--- config.mk ---
export PLATFORM = sky130hd
export DESIGN_NAME = sprite_frame_sequencer_unit
export DESIGN_NICKNAME = d
export VERILOG_FILES = /design/src/rtl/core/sfs_pkg.sv /design/src/rtl/core/sfs_time_alu.sv /design/src/rtl/core/sprite_frame_sequencer_unit.sv
export SDC_FILE = /design/constraint.sdc
export NUM_CORES = 1
export LEC_CHECK = 0
export BUFFER_PORTS_ARGS = -buffer_cell sky130_fd_sc_hd__clkbuf_2
export CAP_MARGIN = 20
export CORE_ASPECT_RATIO = 1.5
export CORE_UTILIZATION = 30
export CTS_BUF_LIST = sky130_fd_sc_hd__clkbuf_2
export CTS_CLUSTER_DIAMETER = 80
export CTS_CLUSTER_SIZE = 40
export DETAILED_ROUTE_END_ITERATION = 6
export PLACE_DENSITY = 0.45
export SETUP_SLACK_MARGIN = 0.05
export SLEW_MARGIN = 20
export SYNTH_ARGS = -nofsm -noshare
export SYNTH_HDL_FRONTEND = slang
export SYNTH_SLANG_ARGS = --single-unit
--- constraint.sdc ---
create_clock -name clk -period 6.25 [get_ports clk]
set_clock_uncertainty 0.15 [all_clocks]
set_input_delay 0.625 -clock clk [delete_from_list [all_inputs] [get_ports clk]]
set_output_delay 0.625 -clock clk [all_outputs]
set_load 0.05 [all_outputs]
--- src/rtl/core/sfs_pkg.sv ---
// ----------------------------------------------------------------------------
// sfs_pkg
// Shared types and constants of the sprite frame sequencer.
// ----------------------------------------------------------------------------
package sfs_pkg;

  localparam int unsigned COORD_W   = 12;
  localparam int unsigned IN_TIME_W = 16;
  localparam int unsigned KIND_W    = 2;

  localparam logic [COORD_W-1:0] DEF_WIDTH  = 12'd32;
  localparam logic [COORD_W-1:0] DEF_HEIGHT = 12'd48;

  localparam logic [KIND_W-1:0] KIND_APPEND  = 2'd0;
  localparam logic [KIND_W-1:0] KIND_TICK    = 2'd1;
  localparam logic [KIND_W-1:0] KIND_RESTART = 2'd2;

  typedef enum logic [2:0] {
    ST_IDLE,
    ST_EXEC,
    ST_RD_DUR,
    ST_CMP,
    ST_RD_OUT,
    ST_OUT
  } sfs_state_t;

  typedef enum logic {
    ALU_ADD,
    ALU_SUB
  } sfs_alu_op_t;

endpackage

--- src/rtl/core/sfs_time_alu.sv ---
// ----------------------------------------------------------------------------
// sfs_time_alu
// Shared time unit: saturating add (flag is carry out), or subtract with borrow flag.
// ----------------------------------------------------------------------------
module sfs_time_alu #(
  parameter int unsigned W = 17
) (
  input  sfs_pkg::sfs_alu_op_t op,
  input  logic [W-1:0]         a,
  input  logic [W-1:0]         b,
  output logic [W-1:0]         res,
  output logic                 flag
);

  logic [W:0] wide;

  always_comb begin
    if (op == sfs_pkg::ALU_ADD) begin
      wide = {1'b0, a} + {1'b0, b};
      // saturate on carry out
      res  = wide[W] ? {W{1'b1}} : wide[W-1:0];
    end else begin
      wide = {1'b0, a} - {1'b0, b};
      res  = wide[W-1:0];
    end
    flag = wide[W];
  end

endmodule

--- src/rtl/core/sprite_frame_sequencer_unit.sv ---
// ----------------------------------------------------------------------------
// sprite_frame_sequencer_unit
// Sprite animation frame sequencer with frame table and time accumulator.
// ----------------------------------------------------------------------------
// Append, restart, an unused kind and an ignored tick pass EXEC, RD_OUT and OUT;
// a moving tick passes EXEC, then RD_DUR and CMP once per frame stepped and once
// more (not when it stops on the last frame), then RD_OUT and OUT. Items are taken
// only in IDLE; busy holds until the strobe has gone (one frame table, one unit).
// Reset (rst_n low, synchronous): empty table, index 0, time 0, not finished,
// loop enabled. The receiver cannot stall: each result is a one-cycle strobe.
// ----------------------------------------------------------------------------
module sprite_frame_sequencer_unit #(
  parameter int unsigned MAX_FRAMES = 16,
  parameter int unsigned TIME_BITS  = 16
) (
  input  logic        clk,
  input  logic        rst_n,
  // configuration
  input  logic        cfg_we,
  input  logic        cfg_wdata,
  // command beat
  input  logic        start,
  output logic        busy,
  input  logic [1:0]  in_kind,
  input  logic [15:0] in_delta_time,
  input  logic [11:0] in_frame_left,
  input  logic [11:0] in_frame_top,
  input  logic [11:0] in_frame_width,
  input  logic [11:0] in_frame_height,
  input  logic [15:0] in_frame_duration,
  // result beat
  output logic        out_valid,
  output logic [11:0] out_rect_left,
  output logic [11:0] out_rect_top,
  output logic [11:0] out_rect_width,
  output logic [11:0] out_rect_height,
  output logic        out_done_res,
  output logic        out_append_rejected
);

  localparam int unsigned IDX_W = (MAX_FRAMES > 1) ? $clog2(MAX_FRAMES) : 1;
  localparam int unsigned CNT_W = $clog2(MAX_FRAMES + 1);
  localparam int unsigned ACC_W = TIME_BITS + 1;
  localparam int unsigned CW    = sfs_pkg::COORD_W;
  localparam int unsigned ENT_W = 4 * CW + TIME_BITS;
  // width that holds both the 16-bit port value and the stored time
  localparam int unsigned SAT_W = (TIME_BITS > sfs_pkg::IN_TIME_W) ?
                                  TIME_BITS : sfs_pkg::IN_TIME_W;
  localparam logic [SAT_W-1:0] TIME_MAX = SAT_W'((64'd1 << TIME_BITS) - 64'd1);

  // Controller state and registers
  sfs_pkg::sfs_state_t state_r, state_nxt;
  logic [IDX_W-1:0] idx_r, idx_nxt;
  logic [CNT_W-1:0] cnt_r, cnt_nxt;
  logic [ACC_W-1:0] elapsed_r, elapsed_nxt;
  logic             fin_r, fin_nxt;
  logic             rej_r, rej_nxt;
  logic             loop_r;

  // Latched command beat
  logic [1:0]           kind_r;
  logic [15:0]          delta_r;
  logic [4*CW-1:0]      rect_in_r;
  logic [15:0]          dur_in_r;

  // Frame table: {left, top, width, height, duration}
  logic [ENT_W-1:0] mem [MAX_FRAMES];
  logic [ENT_W-1:0] rd_data_r;
  logic             mem_we;
  logic [ENT_W-1:0] mem_wdata;

  // Shared time unit
  sfs_pkg::sfs_alu_op_t alu_op;
  logic [ACC_W-1:0]     alu_b;
  logic [ACC_W-1:0]     alu_res;
  logic                 alu_flag;

  // Saturated times
  logic [SAT_W-1:0]     delta_ext, dur_ext;
  logic [TIME_BITS-1:0] delta_sat, dur_sat, dur_store, dur_rd;
  logic                 last_frame;

  always_comb begin
    delta_ext = SAT_W'(delta_r);
    dur_ext   = SAT_W'(dur_in_r);
    delta_sat = (delta_ext > TIME_MAX) ? TIME_MAX[TIME_BITS-1:0]
                                       : delta_ext[TIME_BITS-1:0];
    dur_sat   = (dur_ext > TIME_MAX) ? TIME_MAX[TIME_BITS-1:0]
                                     : dur_ext[TIME_BITS-1:0];
    // a zero display time is stored as one
    dur_store = (dur_sat == '0) ? TIME_BITS'(1) : dur_sat;
    mem_wdata = {rect_in_r, dur_store};
    dur_rd    = rd_data_r[TIME_BITS-1:0];
    last_frame = (CNT_W'(idx_r) + CNT_W'(1)) == cnt_r;
  end

  sfs_time_alu #(
    .W(ACC_W)
  ) u_alu (
    .op  (alu_op),
    .a   (elapsed_r),
    .b   (alu_b),
    .res (alu_res),
    .flag(alu_flag)
  );

  // Configuration register
  always_ff @(posedge clk) begin
    if (!rst_n) begin
      loop_r <= 1'b1;
    end else if (cfg_we) begin
      loop_r <= cfg_wdata;
    end
  end

  // Latch the command beat on accept
  always_ff @(posedge clk) begin
    if (start && !busy) begin
      kind_r    <= in_kind;
      delta_r   <= in_delta_time;
      rect_in_r <= {in_frame_left, in_frame_top, in_frame_width, in_frame_height};
      dur_in_r  <= in_frame_duration;
    end
  end

  // Frame table write and registered read at the current index
  always_ff @(posedge clk) begin
    if (mem_we) begin
      mem[cnt_r[IDX_W-1:0]] <= mem_wdata;
    end
    rd_data_r <= mem[idx_r];
  end

  // Control registers
  always_ff @(posedge clk) begin
    if (!rst_n) begin
      state_r   <= sfs_pkg::ST_IDLE;
      idx_r     <= '0;
      cnt_r     <= '0;
      elapsed_r <= '0;
      fin_r     <= 1'b0;
      rej_r     <= 1'b0;
    end else begin
      state_r   <= state_nxt;
      idx_r     <= idx_nxt;
      cnt_r     <= cnt_nxt;
      elapsed_r <= elapsed_nxt;
      fin_r     <= fin_nxt;
      rej_r     <= rej_nxt;
    end
  end

  // Sequencer
  always_comb begin
    state_nxt   = state_r;
    idx_nxt     = idx_r;
    cnt_nxt     = cnt_r;
    elapsed_nxt = elapsed_r;
    fin_nxt     = fin_r;
    rej_nxt     = rej_r;
    mem_we      = 1'b0;
    alu_op      = sfs_pkg::ALU_SUB;
    alu_b       = ACC_W'(dur_rd);

    case (state_r)
      sfs_pkg::ST_IDLE: begin
        if (start) begin
          rej_nxt   = 1'b0;
          state_nxt = sfs_pkg::ST_EXEC;
        end
      end
      sfs_pkg::ST_EXEC: begin
        state_nxt = sfs_pkg::ST_RD_OUT;
        case (kind_r)
          sfs_pkg::KIND_APPEND: begin
            if (cnt_r < CNT_W'(MAX_FRAMES)) begin
              mem_we  = 1'b1;
              cnt_nxt = cnt_r + CNT_W'(1);
            end else begin
              rej_nxt = 1'b1;
            end
          end
          sfs_pkg::KIND_TICK: begin
            // nothing moves on an empty table or a finished run
            if (!fin_r && (cnt_r != '0)) begin
              alu_op      = sfs_pkg::ALU_ADD;
              alu_b       = ACC_W'(delta_sat);
              elapsed_nxt = alu_res;
              state_nxt   = sfs_pkg::ST_RD_DUR;
            end
          end
          sfs_pkg::KIND_RESTART: begin
            idx_nxt     = '0;
            elapsed_nxt = '0;
            fin_nxt     = 1'b0;
          end
          default: begin
          end
        endcase
      end
      sfs_pkg::ST_RD_DUR: begin
        // wait for the duration of the current frame
        state_nxt = sfs_pkg::ST_CMP;
      end
      sfs_pkg::ST_CMP: begin
        if (alu_flag) begin
          // time left is below this frame's duration: hold here
          state_nxt = sfs_pkg::ST_RD_OUT;
        end else begin
          elapsed_nxt = alu_res;
          state_nxt   = sfs_pkg::ST_RD_DUR;
          if (last_frame) begin
            if (loop_r) begin
              idx_nxt = '0;
            end else begin
              // stop on the last frame and drop the leftover time
              fin_nxt     = 1'b1;
              elapsed_nxt = '0;
              state_nxt   = sfs_pkg::ST_RD_OUT;
            end
          end else begin
            idx_nxt = idx_r + IDX_W'(1);
          end
        end
      end
      sfs_pkg::ST_RD_OUT: begin
        // wait for the rectangle of the current frame
        state_nxt = sfs_pkg::ST_OUT;
      end
      sfs_pkg::ST_OUT: begin
        state_nxt = sfs_pkg::ST_IDLE;
      end
      default: begin
        state_nxt = sfs_pkg::ST_IDLE;
      end
    endcase
  end

  // Result beat
  assign busy      = (state_r != sfs_pkg::ST_IDLE);
  assign out_valid = (state_r == sfs_pkg::ST_OUT);

  always_comb begin
    if (cnt_r == '0) begin
      out_rect_left   = '0;
      out_rect_top    = '0;
      out_rect_width  = sfs_pkg::DEF_WIDTH;
      out_rect_height = sfs_pkg::DEF_HEIGHT;
    end else begin
      out_rect_left   = rd_data_r[TIME_BITS+4*CW-1 -: CW];
      out_rect_top    = rd_data_r[TIME_BITS+3*CW-1 -: CW];
      out_rect_width  = rd_data_r[TIME_BITS+2*CW-1 -: CW];
      out_rect_height = rd_data_r[TIME_BITS+CW-1 -: CW];
    end
    out_done_res        = fin_r;
    out_append_rejected = rej_r;
  end

endmodule
==> metrics.md, run 1 <==
| Metric | Value |
|---|---|
| Vias in the first global route | 23.4k |
| Final wirelength | around 120000 um |
| Final layout net count | roughly 2.6k |
| WL per Instance | about 25 um |
| Synthesized area | 46000 sq um |
| YS warnings | 0 |
| Hold path start | in_delta_time[0] |
| Hold/Removal Path Class | input pin to register |
| Clk_lat worst skew | between 1.5 and 2 ns |
| Crit-path max FO | 23 |
| Antenna Violating Nets Remaining | 0 |
| Worst path buffer plus inverter count | 1 |
| PwrDens | 236 nW/um^2 |
| GP Congestion | 0.856 |
| Largest net degree at the start of global routing | 105 |
| Largest area contributor in the netlist | edfxtp_1 |
| Max-slew headroom | 27.2% |
| Worst r2r path cells | 15 |
| Post-synth net total | 2271 |
| Row count | 175 |
| CTS sink count | 1202 |
| Crit share post-route | roughly 82% |
| Area growth from synthesis to layout | 14.1% |
| Critical path's largest stage delay | 0.92 ns |
| Total number of vias | ~22k |
| Crit-path leading delay family | compound AO/OA/AOI/OAI gates |
| Post-synth EDFFs | around 1.1k |
| Effective utilization at floorplan | between 30% and 40% |
| CP endpoint kind | register |
| H-tree Lvls | 2 |
| Distinct cells, synth | approximately 80 |
| Max_cap viols | 0 |
| Post-Place Cells | 4247 |
| Root Driver | clkbuf_2 |
| Hold endpoint | delta_ext[0]$_DFFE_PP_ |
| Global Route Usage Sum | 14.9% |
| Top_reg_cell synth | edfxtp_1 |
| Fin. Hold Viols | 0 |
| DR DRC count | 0 |
| Port buffer count | approximately 140 |
| Core area | around 150000 sq um |
| Clock Path Buffers | 3 |
| Syn Area/Cell | 21.5 sq um |
| Int Power | 0.00954 W |
| Layout fillers | 14.4k |
| I/O pins | 139 |
| First-pass GRT wire length | ~170000 um |
| Total grt overflow | 0 |
| Net Sw Frac | 23.2% |
| Reg2reg end | elapsed_r[12]$_SDFFE_PN0P_ |
| Hold Crit Depth | 3 |
| R2R Path Start | cnt_r[2]$_SDFFE_PN0P_ |
| Die Ht | roughly 480 um |
| Leak | 16.1 nW |
| Logic pwr share | 2.9% |
| RSZ-0062 raised after global routing | no |
| CP startpoint | cnt_r[2]$_SDFFE_PN0P_ |
| Max Fclk | between 0.15 and 0.2 GHz |
| DR vias/cell | 4.84 |
| NetSw | 0.00288 W |
| Setup TNS Final | 0 ns |
| Cell breakdown of the critical path | nor4b_4 -> or4b_4 -> nor3_4 -> buf_4 -> nand2_1 -> nand2_1 -> ha_1 -> nand3_1 -> nor3_1 -> a21oi_2 -> a311oi_2 -> a211o_1 -> o311ai_0 -> a311o_1 -> a21oi_1 |
| Die width | between 300 and 400 um |
| Main area contributors after synthesis | edfxtp_1 72%, mux4_2 16%, dfxtp_1 4.2%, ha_1 1.0%, nor2b_1 0.73% |
| Share of cells above drive strength 1 | 25.0% |
| Worst-Margin Slew | 1.09 ns |
| Max rail drop VDD | around 0.25 mV |
| Worst R2R Setup Slack | between 1 and 1.5 ns |
| Cell Count, Final, Fillers Out | 4568 |
| Number of setup violations in the final report | 0 |
| Clk pwr share | 24.1% |
| Pins Over Slew Limit | 0 |
| Share of Yosys cell area claimed by the top area cell type | 72.1% |
| Number of CTS-inserted buffers | 45 |
| CP required | 7.52 ns |
| Asr flop ratio synth | 0% |
| Register bit total from synthesis | 1202 |
| 1st-iter DRT viols | 1678 |
| Cell mode on critical path | nand2_1 |
| Mapped Cells | 2145 |
| Seq/Total Area, Yosys | 76.3% |
| Detailed Place HPWL | 59700 um |
| Slowest stage cell, crit path | dfxtp_1 |
| Share of power burned in registers | 73.0% |
| CP Launch Type | register |
| Min Tclk post-route | 5.15 ns |
| Post-CTS Setup Inserts | 0 |
| Worst Path Arrival | 6.42 ns |
| Clk slew on worst S/H paths | 0.62 ns |
| CTS tree | yes |
| Initial antenna violation count | 4 |
| Crit Path Category | register to register |
| TritonRoute pass-1 iters | 5 |
| Die Area | 155000 sq um |
| Outcome | completed |
-- worst max path at each step --
stage	end	slack (ns)	cells after the start
after global placement	elapsed_r[12]$_SDFFE_PN0P_	1.29	17
after floorplan	mem[15][0]$_DFFE_PP_	1.24	6
after detailed placement	elapsed_r[12]$_SDFFE_PN0P_	1.19	17
after CTS	out_rect_left[11]	1.10	4
after global routing	idx_r[3]$_SDFFE_PN0P_	0.73	14
final	elapsed_r[12]$_SDFFE_PN0P_	1.10	15
-- kinds of logic after synthesis --
| group | Yosys count | share of synthesized area [%] |
|---|---|---|
| flip-flops | 1202 | 76.3 |
| multiplexers | 325 | 15.8 |
| AND/OR/NAND/NOR | 260 | 2.92 |
| buffers and inverters | 155 | 1.34 |
| AO/OA/AOI/OAI | 152 | 2.37 |
| adder cells (fa/ha/maj) | 39 | 1.09 |
| XOR/XNOR | 12 | 0.228 |
-- power groups by stage --
stage | Sequential (W) | Clock [W] | Combinational [W]
2_1_floorplan | 0.00913 | 0 | 0.000152
3_3_place_gp | 0.00920 | 0 | 0.000251
3_5_place_dp | 0.00921 | 0 | 0.000251
4_1_cts | 0.00907 | 0.00318 | 0.000365
5_1_grt | 0.00909 | 0.00339 | 0.000384
6_report | 0.00906 | 0.00300 | 0.000357
-- layer usage --
| metal | GRT usage, % | vias to the layer above | wire length [um] |
|---|---|---|---|
| met2 | 25.3 | 428 | 57100 |
| met4 | 3.01 | 2 | 1940 |
| met3 | 1.65 | 90 | 3730 |
| li1 | - | 9470 | - |
| met5 | 0 | - | 12 |
| met1 | 20.6 | 12120 | 52400 |
-- registers in the layout, indices dropped and copies added, names as in the netlist --
| name | flops |
|---|---|
| cnt_r | 5 |
| delta_ext | 16 |
| dur_ext | 16 |
| elapsed_r | 17 |
| idx_r | 4 |
| kind_r | 2 |
| loop_r | 1 |
| mem | 1024 |
| out_append_rejected | 1 |
| out_done_res | 1 |
| rd_data_r | 64 |
| rect_in_r | 48 |
| state_r | 3 |
-- per-stage QoR --
stage | worst slack [ns] | hold slack, ns | util [%] | instance area (sq um) | total power [W]
after floorplan | 1.24 | 0.292 | - | 46100 | 0.00929
final | 1.10 | 0.259 | 34.6 | 52600 | 0.0124
after CTS | 1.10 | 0.0172 | 34.6 | 52500 | 0.0126
after detailed placement | 1.19 | 0.340 | 32.6 | 49500 | 0.00946
after global routing | 0.732 | 0.0288 | 34.6 | 52600 | 0.0129
after global placement | 1.29 | 0.337 | 32.5 | 49400 | 0.00945
-- cells in the mapped netlist, types with 3 or more instances --
master / count
or3_1: 6
a221o_1: 3
a211oi_1: 6
nand4_1: 5
dfxtp_1: 96
a21oi_1: 38
nor3_1: 17
buf_1: 25
nor2b_1: 54
o211ai_1: 7
a31oi_1: 5
nor3b_1: 4
mux2i_1: 4
nor2_1: 56
buf_2: 14
and2_1: 3
o21bai_1: 9
edfxtp_1: 1106
o31ai_1: 4
nand3_1: 6
nor4_1: 4
xor2_1: 4
o221ai_1: 4
a221oi_1: 3
o21a_1: 4
a2111oi_0: 3
xnor2_1: 8
inv_1: 36
a22o_1: 3
a211o_1: 6
a21o_1: 10
o21ai_0: 14
and3_1: 5
clkbuf_1: 77
mux4_2: 320
nand2b_1: 14
or2_2: 6
ha_1: 37
a21oi_2: 3
nand2_1: 68
-- placed cells by master (no fill, tap or decap), types with 37 or more instances in the layout --
cell type / instances
nor2b_1: 54
nand2_1: 68
dlygate4sd3_1: 232
dfxtp_1: 92
mux4_2: 320
buf_4: 37
a21oi_1: 38
clkbuf_2: 191
ha_1: 37
nor2_1: 44
edfxtp_1: 1106
-- worst min-delay path, cell delays in order --
cell           delay, ns
dlygate4sd3_1       0.52
clkbuf_2            0.10
dlygate4sd3_1       0.55
-- final cells by class --
cell class | instances | area [sq um] | area share [%]
multi-input combinational | 788 | 10400 | 19.9
antenna | 5 | 12.5 | 0.0238
sequential | 1202 | 35100 | 66.9
timing repair buffer | 418 | 3520 | 6.69
inverter | 36 | 138 | 0.262
clock inverter | 31 | 482 | 0.917
tap | 2035 | 2550 | 4.84
clock buffer | 53 | 265 | 0.505
-- what timing repair did --
item | in CTS | in global routing
hold buffers | 232 | 0
hold endpoints to repair | 196 | 0
resized for setup | 0 | 0
Note: power is estimated with default switching activity, not from simulation.
==> inputs of run 2 (changes only) <==
--- a/config.mk
+++ b/config.mk
@@ -13,7 +13,7 @@
 export CTS_CLUSTER_DIAMETER = 80
 export CTS_CLUSTER_SIZE = 40
 export DETAILED_ROUTE_END_ITERATION = 6
-export PLACE_DENSITY = 0.45
+export PLACE_DENSITY = 0.43
 export SETUP_SLACK_MARGIN = 0.05
 export SLEW_MARGIN = 20
 export SYNTH_ARGS = -nofsm -noshare
==> constraint.sdc (replaced) <==
create_clock -name clk -period 4.8 [get_ports clk]
set_clock_uncertainty 0.15 [all_clocks]
set_input_delay 0.48 -clock clk [delete_from_list [all_inputs] [get_ports clk]]
set_output_delay 0.48 -clock clk [all_outputs]
set_load 0.05 [all_outputs]
==> run 2 against run 1 <==
  * Critical path depth up 3
  * Final cell count up 1.4%
  * Sequential power up 30%
  * Die area unchanged
  * Worst setup slack worse by 0.82 ns
  * Maximum frequency up 14%
  * Clock-buffer cell count up 1
  * Routed wire length up 3.7%
  * Non-clock buffer count up 56
  * Largest cell class unchanged
==> metrics.md, run 2 (same netlist as run 1, synthesis figures left out) <==
| Metric | Value |
|---|---|
| Outcome | completed |
| Layout fillers | 14.3k |
| Global Route Usage Sum | between 15 and 20% |
| Max Fclk | roughly 0.22 GHz |
| Port buffer count | ~140 |
| Cell Count, Final, Fillers Out | 4631 |
| Setup Slack @ Placement | 0.148 ns |
| Flip-flop count of the largest register after layout | 1024 |
| Share of cells above drive strength 1 | between 20% and 30% |
| Most common cell after layout, fill and taps aside | edfxtp_1 |
| Area growth from synthesis to layout | 16.1% |
| CP endpoint kind | register |
| Worst Path Arrival | ~5.7 ns |
| Critical path's largest stage delay | 0.53 ns |
| Initial antenna violation count | 5 |
| Post-Place Cells | 4273 |
| GP Congestion | between 0.8 and 0.9 |
| Setup TNS Final | 0 ns |
| Levels on crit path | 18 |
| CTS sink count | 1202 |
| I/O pins | 139 |
| NetSw | ~0.004 W |
| Crit-path max FO | 22 |
| Clk slew on worst S/H paths | about 0.56 ns |
| Total number of vias | 22.6k |
| Largest net degree at the start of global routing | 106 |
| Net Sw Frac | 24.1% |
| Final wirelength | 120000 um |
| Cell breakdown of the critical path | inv_1 -> ha_1 -> nor4b_4 -> or4b_4 -> nor3_4 -> buf_12 -> nand2_1 -> nand2_1 -> ha_1 -> a21o_1 -> a211o_1 -> a21oi_2 -> a311oi_2 -> a211o_2 -> buf_4 -> o211ai_1 -> a21oi_1 -> o21a_1 |
| Die Area | roughly 160000 sq um |
| Root Driver | clkbuf_2 |
| Int Power | around 0.013 W |
| Final layout net count | about 2.7k |
| Vias in the first global route | approximately 24k |
| Hold Crit Depth | 6 |
| PwrDens | roughly 310 nW/um^2 |
| Final Core Density | between 30% and 40% |
| DR vias/cell | 4.88 |
| Clk_lat worst skew | 1.66 ns |
| Post-layout instance area | 53400 sq um |
| Detailed Place HPWL | 58800 um |
| Worst-Margin Slew | 1.08 ns |
| Logic pwr share | 3.0% |
| Worst r2r path cells | 18 |
| Most frequent cells in the layout | 1106 x edfxtp_1, 320 x mux4_2, 258 x dlygate4sd3_1 |
| CP Launch Type | register |
| Crit share post-route | 94.1% |
| CTS tree | yes |
| Number of setup violations in the final report | 0 |
| Hold/Removal Path Class | input pin to register |
| Max rail drop VDD | 0.237 mV |
| Core area | 152000 sq um |
| Share of power burned in registers | 71.2% |
| Effective utilization at floorplan | 30.3% |
| 1st-iter DRT viols | 1830 |
| Clk pwr share | 25.8% |
| Number of CTS-inserted buffers | 49 |
| Max-slew headroom | 27.9% |
| Clock Path Buffers | 3 |
| Die width | between 300 and 400 um |
| Fin. Hold Viols | 0 |
| Leak | 16.5 nW |
| Crit-path leading delay family | compound AO/OA/AOI/OAI gates |
| Max_cap viols | 0 |
| DR DRC count | 0 |
| TritonRoute pass-1 iters | 5 |
| Row count | 175 |
| Crit Path Category | register to register |
| Slowest stage cell, crit path | or4b_4 |
| H-tree Lvls | 2 |
| Antenna Violating Nets Remaining | 0 |
| First-pass GRT wire length | 172000 um |
| Pins Over Slew Limit | 0 |
| Total grt overflow | 0 |
| Die Ht | 482 um |
| Final worst slack | 0.281 ns |
| Worst path buffer plus inverter count | 3 |
| WL per Instance | 25.8 um |
| Min Tclk post-route | 4.52 ns |
| Post-DP Area | 49800 sq um |
| CP required | between 6 and 7 ns |
-- run 2: power by group through the flow --
| stage | clock network, W | logic [W] | registers [W] |
|---|---|---|---|
| after floorplan | 0 | 0.000198 | 0.0119 |
| after global placement | 0 | 0.000335 | 0.0120 |
| after detailed placement | 0 | 0.000336 | 0.0120 |
| after CTS | 0.00452 | 0.000503 | 0.0118 |
| after global routing | 0.00481 | 0.000533 | 0.0118 |
| final | 0.00427 | 0.000495 | 0.0118 |
-- run 2: worst reg2reg max path: cells and delay by family, from the launching register on --
family,cells,cell delay [ns]
AO/OA/AOI/OAI,8,1.71
AND/OR/NAND/NOR,5,1.08
flip-flops,1,0.48
adder cells (fa/ha/maj),2,0.46
buffers and inverters,3,0.45
-- run 2: routing by layer --
layer  share of wire, %  vias up  track usage (%)
met3                3.2      112             1.69
li1                   -     9602                -
met4                1.7        8             3.06
met2                 51      417             26.8
met5              0.037        -                0
met1                 44    12452             20.9
-- run 2: final cells by class --
cell class / count / area (sq um) / share of cell area [%]
Sequential cell: 1202 / 35200 / 65.8
Multi-Input combinational cell: 788 / 10500 / 19.6
Timing Repair Buffer: 474 / 4160 / 7.78
Tap cell: 2035 / 2550 / 4.76
Clock inverter: 37 / 674 / 1.26
Clock buffer: 54 / 270 / 0.506
Inverter: 36 / 138 / 0.258
Antenna cell: 5 / 12.5 / 0.0234
-- run 2: worst paths after layout --
| check | slack (ns) | start | to |
|---|---|---|---|
| hold reg to reg | 0.37 | elapsed_r[8]$_SDFFE_PN0P_ | elapsed_r[8]$_SDFFE_PN0P_ |
| setup / recovery | 0.28 | cnt_r[1]$_SDFFE_PN0P_ | elapsed_r[6]$_SDFFE_PN0P_ |
| setup reg to reg | 0.28 | cnt_r[1]$_SDFFE_PN0P_ | elapsed_r[6]$_SDFFE_PN0P_ |
| hold / removal | 0.32 | start | out_append_rejected$_SDFFE_PN0P_ |
-- run 2: metrics by stage --
stage,hold slack [ns],total power [W]
floorplan,0.292,0.0121
global placement,0.339,0.0123
detailed placement,0.349,0.0123
CTS,0.0744,0.0168
global route,0.155,0.0172
finish,0.324,0.0166
-- run 2: timing repair --
| item | 4_1_cts | 5_1_grt |
|---|---|---|
| buffers inserted | 0 | 4 |
| cloned | 0 | 0 |
| hold endpoints to repair | 196 | 0 |
| endpoints found under the setup margin | 4 | 23 |
| gates resized for setup | 2 | 11 |
| hold buffers | 258 | 0 |
| pin swaps | 0 | 2 |
